<file path="src/sv/fapeb_pkg.sv">
// shared types, widths and helpers for the four-anode position event builder
// no dependencies; imported by every module of the block
package fapeb_pkg;

    // anode amplitude width and fraction bits of the position quotient
    localparam int AMP_BITS    = 16;
    localparam int FRAC_BITS   = 15;
    localparam int NUM_ANODES  = 4;

    localparam int PAIR_W      = AMP_BITS + 1;
    localparam int SUM_W       = AMP_BITS + 2;
    localparam int Q_W         = FRAC_BITS + 1;
    localparam int CNT_W       = $clog2(FRAC_BITS + 1);
    localparam int EXT_W       = (Q_W > 17) ? Q_W : 17;
    localparam int IDX_W       = $clog2(NUM_ANODES);

    localparam int QUEUE_DEPTH = 2;
    localparam int QPTR_W      = $clog2(QUEUE_DEPTH);
    localparam int QCNT_W      = $clog2(QUEUE_DEPTH + 1);

    localparam int POS_MAX     = 32767;
    localparam int POS_MIN_MAG = 32768;

    // opcodes
    localparam logic [1:0] OP_CLEAR  = 2'd0;
    localparam logic [1:0] OP_DYNODE = 2'd1;
    localparam logic [1:0] OP_ANODE  = 2'd2;

    // anode positions
    localparam logic [IDX_W-1:0] AN_SE = IDX_W'(0);
    localparam logic [IDX_W-1:0] AN_NE = IDX_W'(1);
    localparam logic [IDX_W-1:0] AN_NW = IDX_W'(2);
    localparam logic [IDX_W-1:0] AN_SW = IDX_W'(3);

    typedef struct packed {
        logic [1:0]  opcode;
        logic [1:0]  anode_index;
        logic [15:0] amplitude;
        logic [47:0] hit_time;
        logic [31:0] charge_long;
        logic [31:0] charge_short;
    } t_in_item;

    typedef struct packed {
        logic               complete;
        logic signed [15:0] x_pos;
        logic signed [15:0] y_pos;
        logic [47:0]        dyn_time_out;
        logic [31:0]        dyn_long_out;
        logic [31:0]        dyn_short_out;
    } t_out_item;

    typedef logic [AMP_BITS-1:0] t_amp;

    // snapshot of the event after one item, handed from front to back
    typedef struct packed {
        logic                       complete;
        t_amp [NUM_ANODES-1:0]      anode;
        logic [47:0]                dyn_time;
        logic [31:0]                dyn_long;
        logic [31:0]                dyn_short;
    } t_job;

    // saturate a magnitude quotient with sign to the 16-bit position range
    function automatic logic [15:0] sat_pos(input logic neg, input logic [Q_W-1:0] q);
        logic [EXT_W-1:0] qe;
        logic [15:0]      res;
        qe = EXT_W'(q);
        if (!neg) begin
            if (qe > EXT_W'(POS_MAX)) begin
                res = 16'(POS_MAX);
            end else begin
                res = qe[15:0];
            end
        end else begin
            if (qe > EXT_W'(POS_MIN_MAG)) begin
                res = 16'(POS_MIN_MAG);
            end else begin
                res = 16'(0) - qe[15:0];
            end
        end
        return res;
    endfunction

endpackage

</file>
<file path="src/sv/fapeb_front.sv">
// front part: accepts hit items and keeps the event (dynode and anode records)
// depends on fapeb_pkg; pushes one event snapshot per item into the job queue
module fapeb_front
    import fapeb_pkg::*;
(
    input  logic     i_clk,
    input  logic     i_rst_n,
    input  logic     i_accept,
    input  t_in_item i_item,
    output t_job     o_job
);

    logic                  r_dyn_seen;
    logic [NUM_ANODES-1:0] r_anode_seen;
    t_amp                  r_anode [NUM_ANODES];
    logic [47:0]           r_dyn_time;
    logic [31:0]           r_dyn_long;
    logic [31:0]           r_dyn_short;

    logic                  n_dyn_seen;
    logic [NUM_ANODES-1:0] n_anode_seen;
    logic [47:0]           n_dyn_time;
    logic [31:0]           n_dyn_long;
    logic [31:0]           n_dyn_short;
    t_amp                  w_amp;
    logic                  w_anode_wr;
    logic [IDX_W-1:0]      w_idx;

    assign w_amp      = AMP_BITS'(i_item.amplitude);
    assign w_idx      = IDX_W'(i_item.anode_index);
    assign w_anode_wr = (i_item.opcode == OP_ANODE) && (w_amp != '0);

    always_comb begin
        n_dyn_seen   = r_dyn_seen;
        n_anode_seen = r_anode_seen;
        n_dyn_time   = r_dyn_time;
        n_dyn_long   = r_dyn_long;
        n_dyn_short  = r_dyn_short;
        case (i_item.opcode)
            OP_CLEAR: begin
                n_dyn_seen   = 1'b0;
                n_anode_seen = '0;
                n_dyn_time   = '0;
                n_dyn_long   = '0;
                n_dyn_short  = '0;
            end
            OP_DYNODE: begin
                n_dyn_seen  = 1'b1;
                n_dyn_time  = i_item.hit_time;
                n_dyn_long  = i_item.charge_long;
                n_dyn_short = i_item.charge_short;
            end
            OP_ANODE: begin
                if (w_anode_wr) begin
                    n_anode_seen[w_idx] = 1'b1;
                end
            end
            default: begin
                // unused opcode leaves the event alone
            end
        endcase
    end

    always_ff @(posedge i_clk) begin
        if (!i_rst_n) begin
            r_dyn_seen   <= 1'b0;
            r_anode_seen <= '0;
            r_dyn_time   <= '0;
            r_dyn_long   <= '0;
            r_dyn_short  <= '0;
        end else if (i_accept) begin
            r_dyn_seen   <= n_dyn_seen;
            r_anode_seen <= n_anode_seen;
            r_dyn_time   <= n_dyn_time;
            r_dyn_long   <= n_dyn_long;
            r_dyn_short  <= n_dyn_short;
        end
    end

    // anode amplitudes hold no reset, read only once their seen bit is set
    always_ff @(posedge i_clk) begin
        if (i_accept && w_anode_wr) begin
            r_anode[w_idx] <= w_amp;
        end
    end

    // snapshot seen by the back end, with this item applied
    always_comb begin
        o_job.complete  = n_dyn_seen && (&n_anode_seen);
        o_job.dyn_time  = n_dyn_time;
        o_job.dyn_long  = n_dyn_long;
        o_job.dyn_short = n_dyn_short;
        for (int i = 0; i < NUM_ANODES; i++) begin
            if (w_anode_wr && (w_idx == IDX_W'(i))) begin
                o_job.anode[i] = w_amp;
            end else begin
                o_job.anode[i] = r_anode[i];
            end
        end
    end

endmodule

</file>
<file path="src/sv/fapeb_queue.sv">
// short job queue between the front and the back part
// depends on fapeb_pkg for the job type and depth
module fapeb_queue
    import fapeb_pkg::*;
(
    input  logic i_clk,
    input  logic i_rst_n,
    input  logic i_push,
    input  t_job i_job,
    output logic o_full,
    input  logic i_pop,
    output logic o_empty,
    output t_job o_job
);

    t_job              r_mem [QUEUE_DEPTH];
    logic [QPTR_W-1:0] r_wr;
    logic [QPTR_W-1:0] r_rd;
    logic [QCNT_W-1:0] r_cnt;

    function automatic logic [QPTR_W-1:0] ptr_next(input logic [QPTR_W-1:0] p);
        if (p == QPTR_W'(QUEUE_DEPTH - 1)) begin
            return '0;
        end
        return p + QPTR_W'(1);
    endfunction

    assign o_full  = (r_cnt == QCNT_W'(QUEUE_DEPTH));
    assign o_empty = (r_cnt == '0);
    assign o_job   = r_mem[r_rd];

    always_ff @(posedge i_clk) begin
        if (!i_rst_n) begin
            r_wr  <= '0;
            r_rd  <= '0;
            r_cnt <= '0;
        end else begin
            if (i_push) begin
                r_wr <= ptr_next(r_wr);
            end
            if (i_pop) begin
                r_rd <= ptr_next(r_rd);
            end
            if (i_push && !i_pop) begin
                r_cnt <= r_cnt + QCNT_W'(1);
            end else if (i_pop && !i_push) begin
                r_cnt <= r_cnt - QCNT_W'(1);
            end
        end
    end

    always_ff @(posedge i_clk) begin
        if (i_push) begin
            r_mem[r_wr] <= i_job;
        end
    end

endmodule

</file>
<file path="src/sv/fapeb_back.sv">
// back part: takes event snapshots, runs the bit-serial anger-logic divide
// depends on fapeb_pkg; holds the last position and the result register
module fapeb_back
    import fapeb_pkg::*;
(
    input  logic      i_clk,
    input  logic      i_rst_n,
    input  logic      i_q_empty,
    input  t_job      i_job,
    output logic      o_q_pop,
    output logic      o_out_valid,
    input  logic      i_out_pop,
    output t_out_item o_out
);

    typedef enum logic [1:0] {
        S_IDLE,
        S_LOAD,
        S_DIV,
        S_FIN
    } t_state;

    t_state             r_state;
    t_job               r_job;
    logic               r_out_valid;
    t_out_item          r_out;
    logic [15:0]        r_x;
    logic [15:0]        r_y;
    logic [SUM_W-1:0]   r_den;
    logic [SUM_W-1:0]   r_rem_x;
    logic [SUM_W-1:0]   r_rem_y;
    logic [Q_W-1:0]     r_q_x;
    logic [Q_W-1:0]     r_q_y;
    logic               r_neg_x;
    logic               r_neg_y;
    logic [CNT_W-1:0]   r_cnt;

    logic [PAIR_W-1:0]  w_px, w_mx, w_py, w_my;
    logic [SUM_W-1:0]   w_total, w_mag_x, w_mag_y;
    logic [SUM_W:0]     w_tr_x, w_tr_y;
    logic [SUM_W-1:0]   n_rem_x, n_rem_y;
    logic [Q_W-1:0]     n_q_x, n_q_y;
    logic [15:0]        w_sat_x, w_sat_y;

    assign o_q_pop     = (r_state == S_IDLE) && !i_q_empty && !r_out_valid;
    assign o_out_valid = r_out_valid;
    assign o_out       = r_out;

    // paired anode sums: x = (SE+NE)-(NW+SW), y = (NE+NW)-(SE+SW)
    always_comb begin
        w_px    = PAIR_W'(r_job.anode[AN_SE]) + PAIR_W'(r_job.anode[AN_NE]);
        w_mx    = PAIR_W'(r_job.anode[AN_NW]) + PAIR_W'(r_job.anode[AN_SW]);
        w_py    = PAIR_W'(r_job.anode[AN_NE]) + PAIR_W'(r_job.anode[AN_NW]);
        w_my    = PAIR_W'(r_job.anode[AN_SE]) + PAIR_W'(r_job.anode[AN_SW]);
        w_total = SUM_W'(w_px) + SUM_W'(w_mx);
        w_mag_x = (w_px >= w_mx) ? SUM_W'(w_px - w_mx) : SUM_W'(w_mx - w_px);
        w_mag_y = (w_py >= w_my) ? SUM_W'(w_py - w_my) : SUM_W'(w_my - w_py);
    end

    // one restoring step per cycle; the first step takes the integer bit
    always_comb begin
        if (r_cnt == '0) begin
            w_tr_x = {1'b0, r_rem_x};
            w_tr_y = {1'b0, r_rem_y};
        end else begin
            w_tr_x = {r_rem_x, 1'b0};
            w_tr_y = {r_rem_y, 1'b0};
        end
        if (w_tr_x >= {1'b0, r_den}) begin
            n_rem_x = SUM_W'(w_tr_x - {1'b0, r_den});
            n_q_x   = {r_q_x[Q_W-2:0], 1'b1};
        end else begin
            n_rem_x = SUM_W'(w_tr_x);
            n_q_x   = {r_q_x[Q_W-2:0], 1'b0};
        end
        if (w_tr_y >= {1'b0, r_den}) begin
            n_rem_y = SUM_W'(w_tr_y - {1'b0, r_den});
            n_q_y   = {r_q_y[Q_W-2:0], 1'b1};
        end else begin
            n_rem_y = SUM_W'(w_tr_y);
            n_q_y   = {r_q_y[Q_W-2:0], 1'b0};
        end
    end

    assign w_sat_x = sat_pos(r_neg_x, r_q_x);
    assign w_sat_y = sat_pos(r_neg_y, r_q_y);

    always_ff @(posedge i_clk) begin
        if (!i_rst_n) begin
            r_state     <= S_IDLE;
            r_out_valid <= 1'b0;
            r_x         <= '0;
            r_y         <= '0;
            r_cnt       <= '0;
        end else begin
            if (i_out_pop && r_out_valid) begin
                r_out_valid <= 1'b0;
            end
            case (r_state)
                S_IDLE: begin
                    if (o_q_pop) begin
                        r_job <= i_job;
                        if (i_job.complete) begin
                            r_state <= S_LOAD;
                        end else begin
                            // incomplete event reports the last position
                            r_out_valid         <= 1'b1;
                            r_out.complete      <= 1'b0;
                            r_out.x_pos         <= $signed(r_x);
                            r_out.y_pos         <= $signed(r_y);
                            r_out.dyn_time_out  <= i_job.dyn_time;
                            r_out.dyn_long_out  <= i_job.dyn_long;
                            r_out.dyn_short_out <= i_job.dyn_short;
                        end
                    end
                end
                S_LOAD: begin
                    r_den   <= w_total;
                    r_rem_x <= w_mag_x;
                    r_rem_y <= w_mag_y;
                    r_neg_x <= (w_px < w_mx);
                    r_neg_y <= (w_py < w_my);
                    r_q_x   <= '0;
                    r_q_y   <= '0;
                    r_cnt   <= '0;
                    r_state <= S_DIV;
                end
                S_DIV: begin
                    r_rem_x <= n_rem_x;
                    r_rem_y <= n_rem_y;
                    r_q_x   <= n_q_x;
                    r_q_y   <= n_q_y;
                    r_cnt   <= r_cnt + CNT_W'(1);
                    if (r_cnt == CNT_W'(FRAC_BITS)) begin
                        r_state <= S_FIN;
                    end
                end
                S_FIN: begin
                    r_x                 <= w_sat_x;
                    r_y                 <= w_sat_y;
                    r_out_valid         <= 1'b1;
                    r_out.complete      <= 1'b1;
                    r_out.x_pos         <= $signed(w_sat_x);
                    r_out.y_pos         <= $signed(w_sat_y);
                    r_out.dyn_time_out  <= r_job.dyn_time;
                    r_out.dyn_long_out  <= r_job.dyn_long;
                    r_out.dyn_short_out <= r_job.dyn_short;
                    r_cnt               <= '0;
                    r_state             <= S_IDLE;
                end
                default: begin
                    r_state <= S_IDLE;
                end
            endcase
        end
    end

endmodule

</file>
<file path="src/sv/four_anode_position_event_builder_unit.sv">
// top level of the four-anode position event builder
// depends on fapeb_pkg, fapeb_front, fapeb_queue and fapeb_back
//
// Builds one position-sensitive photomultiplier event from a stream of hit
// items and returns exactly one result per item, in order. Items go in through
// push/full and results come out through empty/pop, both queue style. An item
// clears the event, records the dynode hit, or records one anode amplitude (a
// zero amplitude is dropped). Once the dynode and all four anodes are present,
// x and y are computed in signed Q1.15 by anger logic, truncated toward zero
// and saturated; an incomplete event reports the last computed position. An
// item is taken by the front end, which holds the event record, and passes
// through a two-entry job queue to the back end. An incomplete event reaches
// the result register at the edge that picks it up from the queue; a complete
// one is picked up, then its anode sums are formed, then divide steps produce
// the integer bit and the 15 fraction bits, then the result is saturated. The
// next job is picked up only while the result register is empty, so even with
// pop held high the back end takes another job only after the result has left.
// The queue takes new items while the back end is busy, until it is full; the
// back end's bit-serial divider pair for x and y limits the result rate.
module four_anode_position_event_builder_unit
    import fapeb_pkg::*;
(
    input  logic      i_clk,
    input  logic      i_rst_n,
    input  logic      push,
    output logic      full,
    input  t_in_item  i_item,
    output logic      empty,
    input  logic      pop,
    output t_out_item o_result
);

    // front to queue
    logic w_accept;
    t_job w_front_job;
    logic w_q_full;

    // queue to back
    logic w_q_empty;
    logic w_q_pop;
    t_job w_q_job;

    // result register
    logic w_out_valid;

    assign full     = w_q_full;
    assign w_accept = push && !w_q_full;
    assign empty    = !w_out_valid;

    // event record and classification of each item
    fapeb_front u_front (
        .i_clk    (i_clk),
        .i_rst_n  (i_rst_n),
        .i_accept (w_accept),
        .i_item   (i_item),
        .o_job    (w_front_job)
    );

    // decouples item intake from the divide
    fapeb_queue u_queue (
        .i_clk   (i_clk),
        .i_rst_n (i_rst_n),
        .i_push  (w_accept),
        .i_job   (w_front_job),
        .o_full  (w_q_full),
        .i_pop   (w_q_pop),
        .o_empty (w_q_empty),
        .o_job   (w_q_job)
    );

    // position divide and result register
    fapeb_back u_back (
        .i_clk       (i_clk),
        .i_rst_n     (i_rst_n),
        .i_q_empty   (w_q_empty),
        .i_job       (w_q_job),
        .o_q_pop     (w_q_pop),
        .o_out_valid (w_out_valid),
        .i_out_pop   (pop),
        .o_out       (o_result)
    );

    // back end never takes a job from an empty queue
    a_no_pop_empty : assert property (@(posedge i_clk) disable iff (!i_rst_n)
        w_q_pop |-> !w_q_empty)
        else $error("job taken from empty queue");

    // back end takes a job only while no result waits to be transferred
    a_pop_needs_room : assert property (@(posedge i_clk) disable iff (!i_rst_n)
        w_q_pop |-> empty)
        else $error("job taken while result register occupied");

    // a transfer into the block always lands in the queue
    a_accept_room : assert property (@(posedge i_clk) disable iff (!i_rst_n)
        (w_accept && !w_q_pop) |=> !w_q_empty)
        else $error("accepted item lost");

    // nothing is offered right after reset
    a_reset_empty : assert property (@(posedge i_clk)
        $past(!i_rst_n) |-> (empty && !full))
        else $error("result offered after reset");

endmodule
</file>
<file path="config.mk">
export PLATFORM = sky130hd
export DESIGN_NAME = four_anode_position_event_builder_unit
export DESIGN_NICKNAME = d
export VERILOG_FILES = /design/src/sv/fapeb_pkg.sv /design/src/sv/fapeb_front.sv /design/src/sv/fapeb_queue.sv /design/src/sv/fapeb_back.sv /design/src/sv/four_anode_position_event_builder_unit.sv
export SDC_FILE = /design/constraint.sdc
export NUM_CORES = 2
export LEC_CHECK = 0
export BUFFER_PORTS_ARGS = -buffer_cell sky130_fd_sc_hd__clkbuf_2
export CAP_MARGIN = 10
export CORE_MARGIN = 2
export CORE_UTILIZATION = 55
export DETAILED_ROUTE_END_ITERATION = 12
export PLACE_DENSITY = 0.84
export SETUP_SLACK_MARGIN = 0.15
export SLEW_MARGIN = 20
export SYNTH_ARGS = -nofsm -noshare
export SYNTH_HDL_FRONTEND = slang
export SYNTH_HIERARCHICAL = 1
export SYNTH_SLANG_ARGS = --single-unit
</file>
<file path="constraint.sdc">
create_clock -name i_clk -period 11.9 [get_ports i_clk]
set_input_delay 3.57 -clock i_clk [delete_from_list [all_inputs] [get_ports i_clk]]
set_output_delay 3.57 -clock i_clk [all_outputs]
set_load 0.02 [all_outputs]
</file>
==> load_flow_metrics.sql <==
INSERT INTO impl_metrics (metric_group, metric, value, unit) VALUES
('setup_path', 'cp_cell_sequence', 'clkbuf_2, nor2b_4, buf_4, nor2b_4, buf_4, buf_4', ''),
('setup_path', 'critPathMaxFanout', '57', ''),
('synthesis', 'synthesis.nets', '3949', ''),
('synthesis', 'post_synth.cell_area_avg', '13.3', 'um^2'),
('synthesis', 'synth.lib_cells_used.distinct', '89', ''),
('global_route', 'gr-usage-all-layers', '24.8', '%'),
('synthesis', 'synthFlopType', 'sky130_fd_sc_hd__edfxtp_1', ''),
('cells_and_area', 'instances_no_fill', '5094', ''),
('timing', 'fin_hold_ws', '0.527', 'ns'),
('timing', 'maxClockFrequency', '155', 'MHz'),
('place', 'last_weighted_congestion_value_of_the_routability_driven_placer', '0.905', ''),
('timing', 'setup_viol', '0', ''),
('clock_tree', 'postCtsResizedCells', '0', ''),
('cells_and_area', 'layout-area-overhead-vs-synth', '12.0', '%'),
('setup_path', 'cp_slowest_cell', 'sky130_fd_sc_hd__nor2b_4', ''),
('route', 'routed_wire_length_per_instance', '22.3', 'um'),
('outcome', 'outcome', 'complete, no violations', ''),
('die', 'die_width', '300', 'um'),
('route', 'ant_nets', '0', ''),
('synthesis', 'dominant_combinational_cell_family_by_area_after_synthesis', 'compound AO/OA/AOI/OAI gates', ''),
('route', 'drt_pre_antenna_iters', '5', ''),
('global_route', 'grt_max_degree', '75', ''),
('timing', 'min_period_over_period', '54.2', '%'),
('route', 'detailedRoute.firstIterationViolations', '2845', ''),
('synthesis', 'compound_cell_area_share_of_the_yosys_netlist', '11.4', '%'),
('timing', 'drv_slew', '0', ''),
('cells_and_area', 'nets', '4193', ''),
('place', 'place_area', '50400', 'um^2'),
('global_route', 'grt_overflow_total', '0', ''),
('cells_and_area', 'fin_area', '53900', 'um^2'),
('route', 'routed-via-count', '30600', ''),
('synthesis', 'async_reset_ff_share', '0', '%'),
('setup_path', 'critical-path-max-stage-delay', '0.88', 'ns'),
('clock_tree', 'cts_max_path_buffers', '3', ''),
('synthesis', 'synth_mux_area_share', '10.8', '%'),
('place', 'detailed_place_hpwl', '73300', 'um'),
('setup_path', 'worst-endpoint-required', '12.18', 'ns'),
('die', 'core', '86800', 'um^2'),
('setup_path', 'arrival', '6.73', 'ns'),
('clock_tree', 'holdBufCountCts', '0', ''),
('synthesis', 'synth-simple-area-share', '8.54', '%'),
('synthesis', 'post_synth_fa_ha_maj_area_fraction', '5.53', '%'),
('setup_path', 'worst-setup-path-type', 'input port to register', ''),
('clock_tree', 'cts_max_level', '3', ''),
('route', 'post_drt_via_cell_ratio', '6.00', ''),
('setup_path', 'worst_path_most_repeated_cell', 'sky130_fd_sc_hd__buf_4', ''),
('global_route', 'initial_antenna_violation_count', '12', ''),
('timing', 'finalCriticalPeriod', '6.45', 'ns'),
('die', 'row_count', '108', ''),
('timing', 'timing.max_slew.rel_slack', '25.7', '%'),
('min_path', 'timing.hold.worst.class', 'register to register', ''),
('global_route', 'number_of_global_route_vias_before_repair', '30400', ''),
('setup_path', 'critical_path.top_delay_family', 'buffers and inverters', ''),
('min_path', 'hold-path-cell-count', '1', ''),
('synthesis', 'yosys_register_bits', '988', ''),
('setup_path', 'setup.worst_path.start_class', 'input port', ''),
('setup_path', 'cp.depth', '6', ''),
('synthesis', 'netlist_instances', '3607', ''),
('clock_tree', 'clkSlewWorstSetupHoldPaths', '0.06', 'ns'),
('setup_path', 'reg2reg_depth', '21', ''),
('global_route', 'grt_pass1_wl', '175000', 'um'),
('synthesis', 'synthesis.yosys.warnings', '6', ''),
('route', 'total_wirelength', '114000', 'um'),
('timing', 'setup-tns-final', '0', 'ns'),
('timing', 'timing_worst_slew_pin_value', '1.11', 'ns'),
('die', 'ioPinCount', '283', ''),
('place', 'dp_cells', '4908', ''),
('timing', 'timing.clock.skew', '0.0845', 'ns'),
('synthesis', 'synth_area', '48100', 'um^2'),
('clock_tree', 'clock_sink_total', '988', ''),
('clock_tree', 'cts_tree', 'yes', '');
## Yosys cell counts, types with 24 or more instances
| master | n | share of area (%) |
|---|---|---|
| sky130_fd_sc_hd__or2_2 | 125 | 1.6 |
| sky130_fd_sc_hd__o21a_1 | 35 | 0.55 |
| sky130_fd_sc_hd__nor2b_1 | 39 | 0.51 |
| sky130_fd_sc_hd__a22o_1 | 114 | 2.1 |
| sky130_fd_sc_hd__nand2b_1 | 24 | 0.31 |
| sky130_fd_sc_hd__and2_1 | 81 | 1.1 |
| sky130_fd_sc_hd__o211a_1 | 113 | 2.4 |
| sky130_fd_sc_hd__clkbuf_1 | 122 | 0.95 |
| sky130_fd_sc_hd__o21ai_0 | 104 | 1.1 |
| sky130_fd_sc_hd__edfxtp_1 | 827 | 52 |
| sky130_fd_sc_hd__a31oi_1 | 25 | 0.33 |
| sky130_fd_sc_hd__mux2i_1 | 52 | 1.1 |
| sky130_fd_sc_hd__ha_1 | 195 | 5.1 |
| sky130_fd_sc_hd__xnor2_1 | 90 | 1.6 |
| sky130_fd_sc_hd__dfxtp_1 | 161 | 6.7 |
| sky130_fd_sc_hd__a21o_1 | 45 | 0.70 |
| sky130_fd_sc_hd__inv_1 | 137 | 1.1 |
| sky130_fd_sc_hd__nand3_1 | 31 | 0.32 |
| sky130_fd_sc_hd__a21oi_1 | 153 | 1.6 |
| sky130_fd_sc_hd__nor3_1 | 59 | 0.61 |
| sky130_fd_sc_hd__mux2_4 | 139 | 4.3 |
| sky130_fd_sc_hd__xor2_1 | 51 | 0.93 |
| sky130_fd_sc_hd__mux2_2 | 230 | 5.4 |
| sky130_fd_sc_hd__nor2_1 | 159 | 1.2 |
| sky130_fd_sc_hd__nand2_1 | 194 | 1.5 |
## sequential cells by signal, summed over array words and instances (netlist names), 16 cells and up, named ones only
register / count
u_back/r_x: 16
u_back/r_den: 18
u_back/r_y: 16
u_front/r_anode: 64
u_back/r_rem_x: 18
u_back/o_out: 145
u_back/r_job: 176
u_front/r_dyn_short: 32
u_back/r_q_x: 16
u_back/r_q_y: 16
u_front/r_dyn_time: 48
u_back/r_rem_y: 18
u_queue/r_mem: 354
u_front/r_dyn_long: 32
## per-layer routing
metal	wire length, um	track usage (%)	share of wire, %	vias up
met5	92	0	0.081	-
met4	4640	10.0	4.1	14
met3	7520	3.87	6.6	243
met2	57300	43.2	50	1293
met1	44100	30.9	39	15000
li1	-	-	-	14000
## kinds of logic after synthesis
group / Yosys count
buffers and inverters: 307
flip-flops: 988
AND/OR/NAND/NOR: 799
XOR/XNOR: 141
AO/OA/AOI/OAI: 744
multiplexers: 422
adder cells (fa/ha/maj): 206
## layout by cell type, fill, tap and decap left out, drive strengths merged, types with 9 or more instances in the layout
cell type,instances
edfxtp,827
clkbuf,408
mux2,370
nand2,195
ha,195
dfxtp,161
nor2,160
a21oi,154
inv,140
or2,125
a22o,114
o211a,113
o21ai,108
xnor2,90
and2,83
nor3,59
mux2i,52
xor2,51
a21o,45
nor2b,40
o21a,35
clkinv,34
buf,33
nand3,31
a31oi,25
nand2b,24
o211ai,20
a211oi,20
or3,16
and3,16
bufinv,14
o21bai,14
nor4,13
o31ai,11
fa,11
nor3b,11
o311ai,9
## worst paths after layout
kind,start,endpoint,slack (ns)
worst max-delay path,push,u_queue/r_mem[0][114]$_DFFE_PP_,5.45
worst min-delay path,u_queue/r_mem[0][38]$_DFFE_PP_,u_back/r_job[38]$_DFFE_PP_,0.53
worst max register to register,u_back/r_job[112]$_DFFE_PP_,u_back/r_rem_y[17]$_DFFE_PP_,5.62
worst min register to register,u_queue/r_mem[0][38]$_DFFE_PP_,u_back/r_job[38]$_DFFE_PP_,0.53
## through the flow
step / worst slack [ns] / util, %
3_3_place_gp: 4.90 / 58.1
2_1_floorplan: 2.97 / -
3_5_place_dp: 4.86 / 58.1
4_1_cts: 5.53 / 62.1
5_1_grt: 5.13 / 62.1
6_report: 5.45 / 62.1
## final cells by class
type	count	area, um^2
Fill cell	6208	32900
Sequential cell	988	28100
Multi-Input combinational cell	2312	18700
Clock buffer	128	2620
Timing Repair Buffer	313	1650
Tap cell	1155	1450
Clock inverter	54	793
Inverter	140	528
Antenna cell	4	10.0
Power is not shown: default switching activity piles up to over one toggle a cycle in this logic, so the estimate is an artifact.
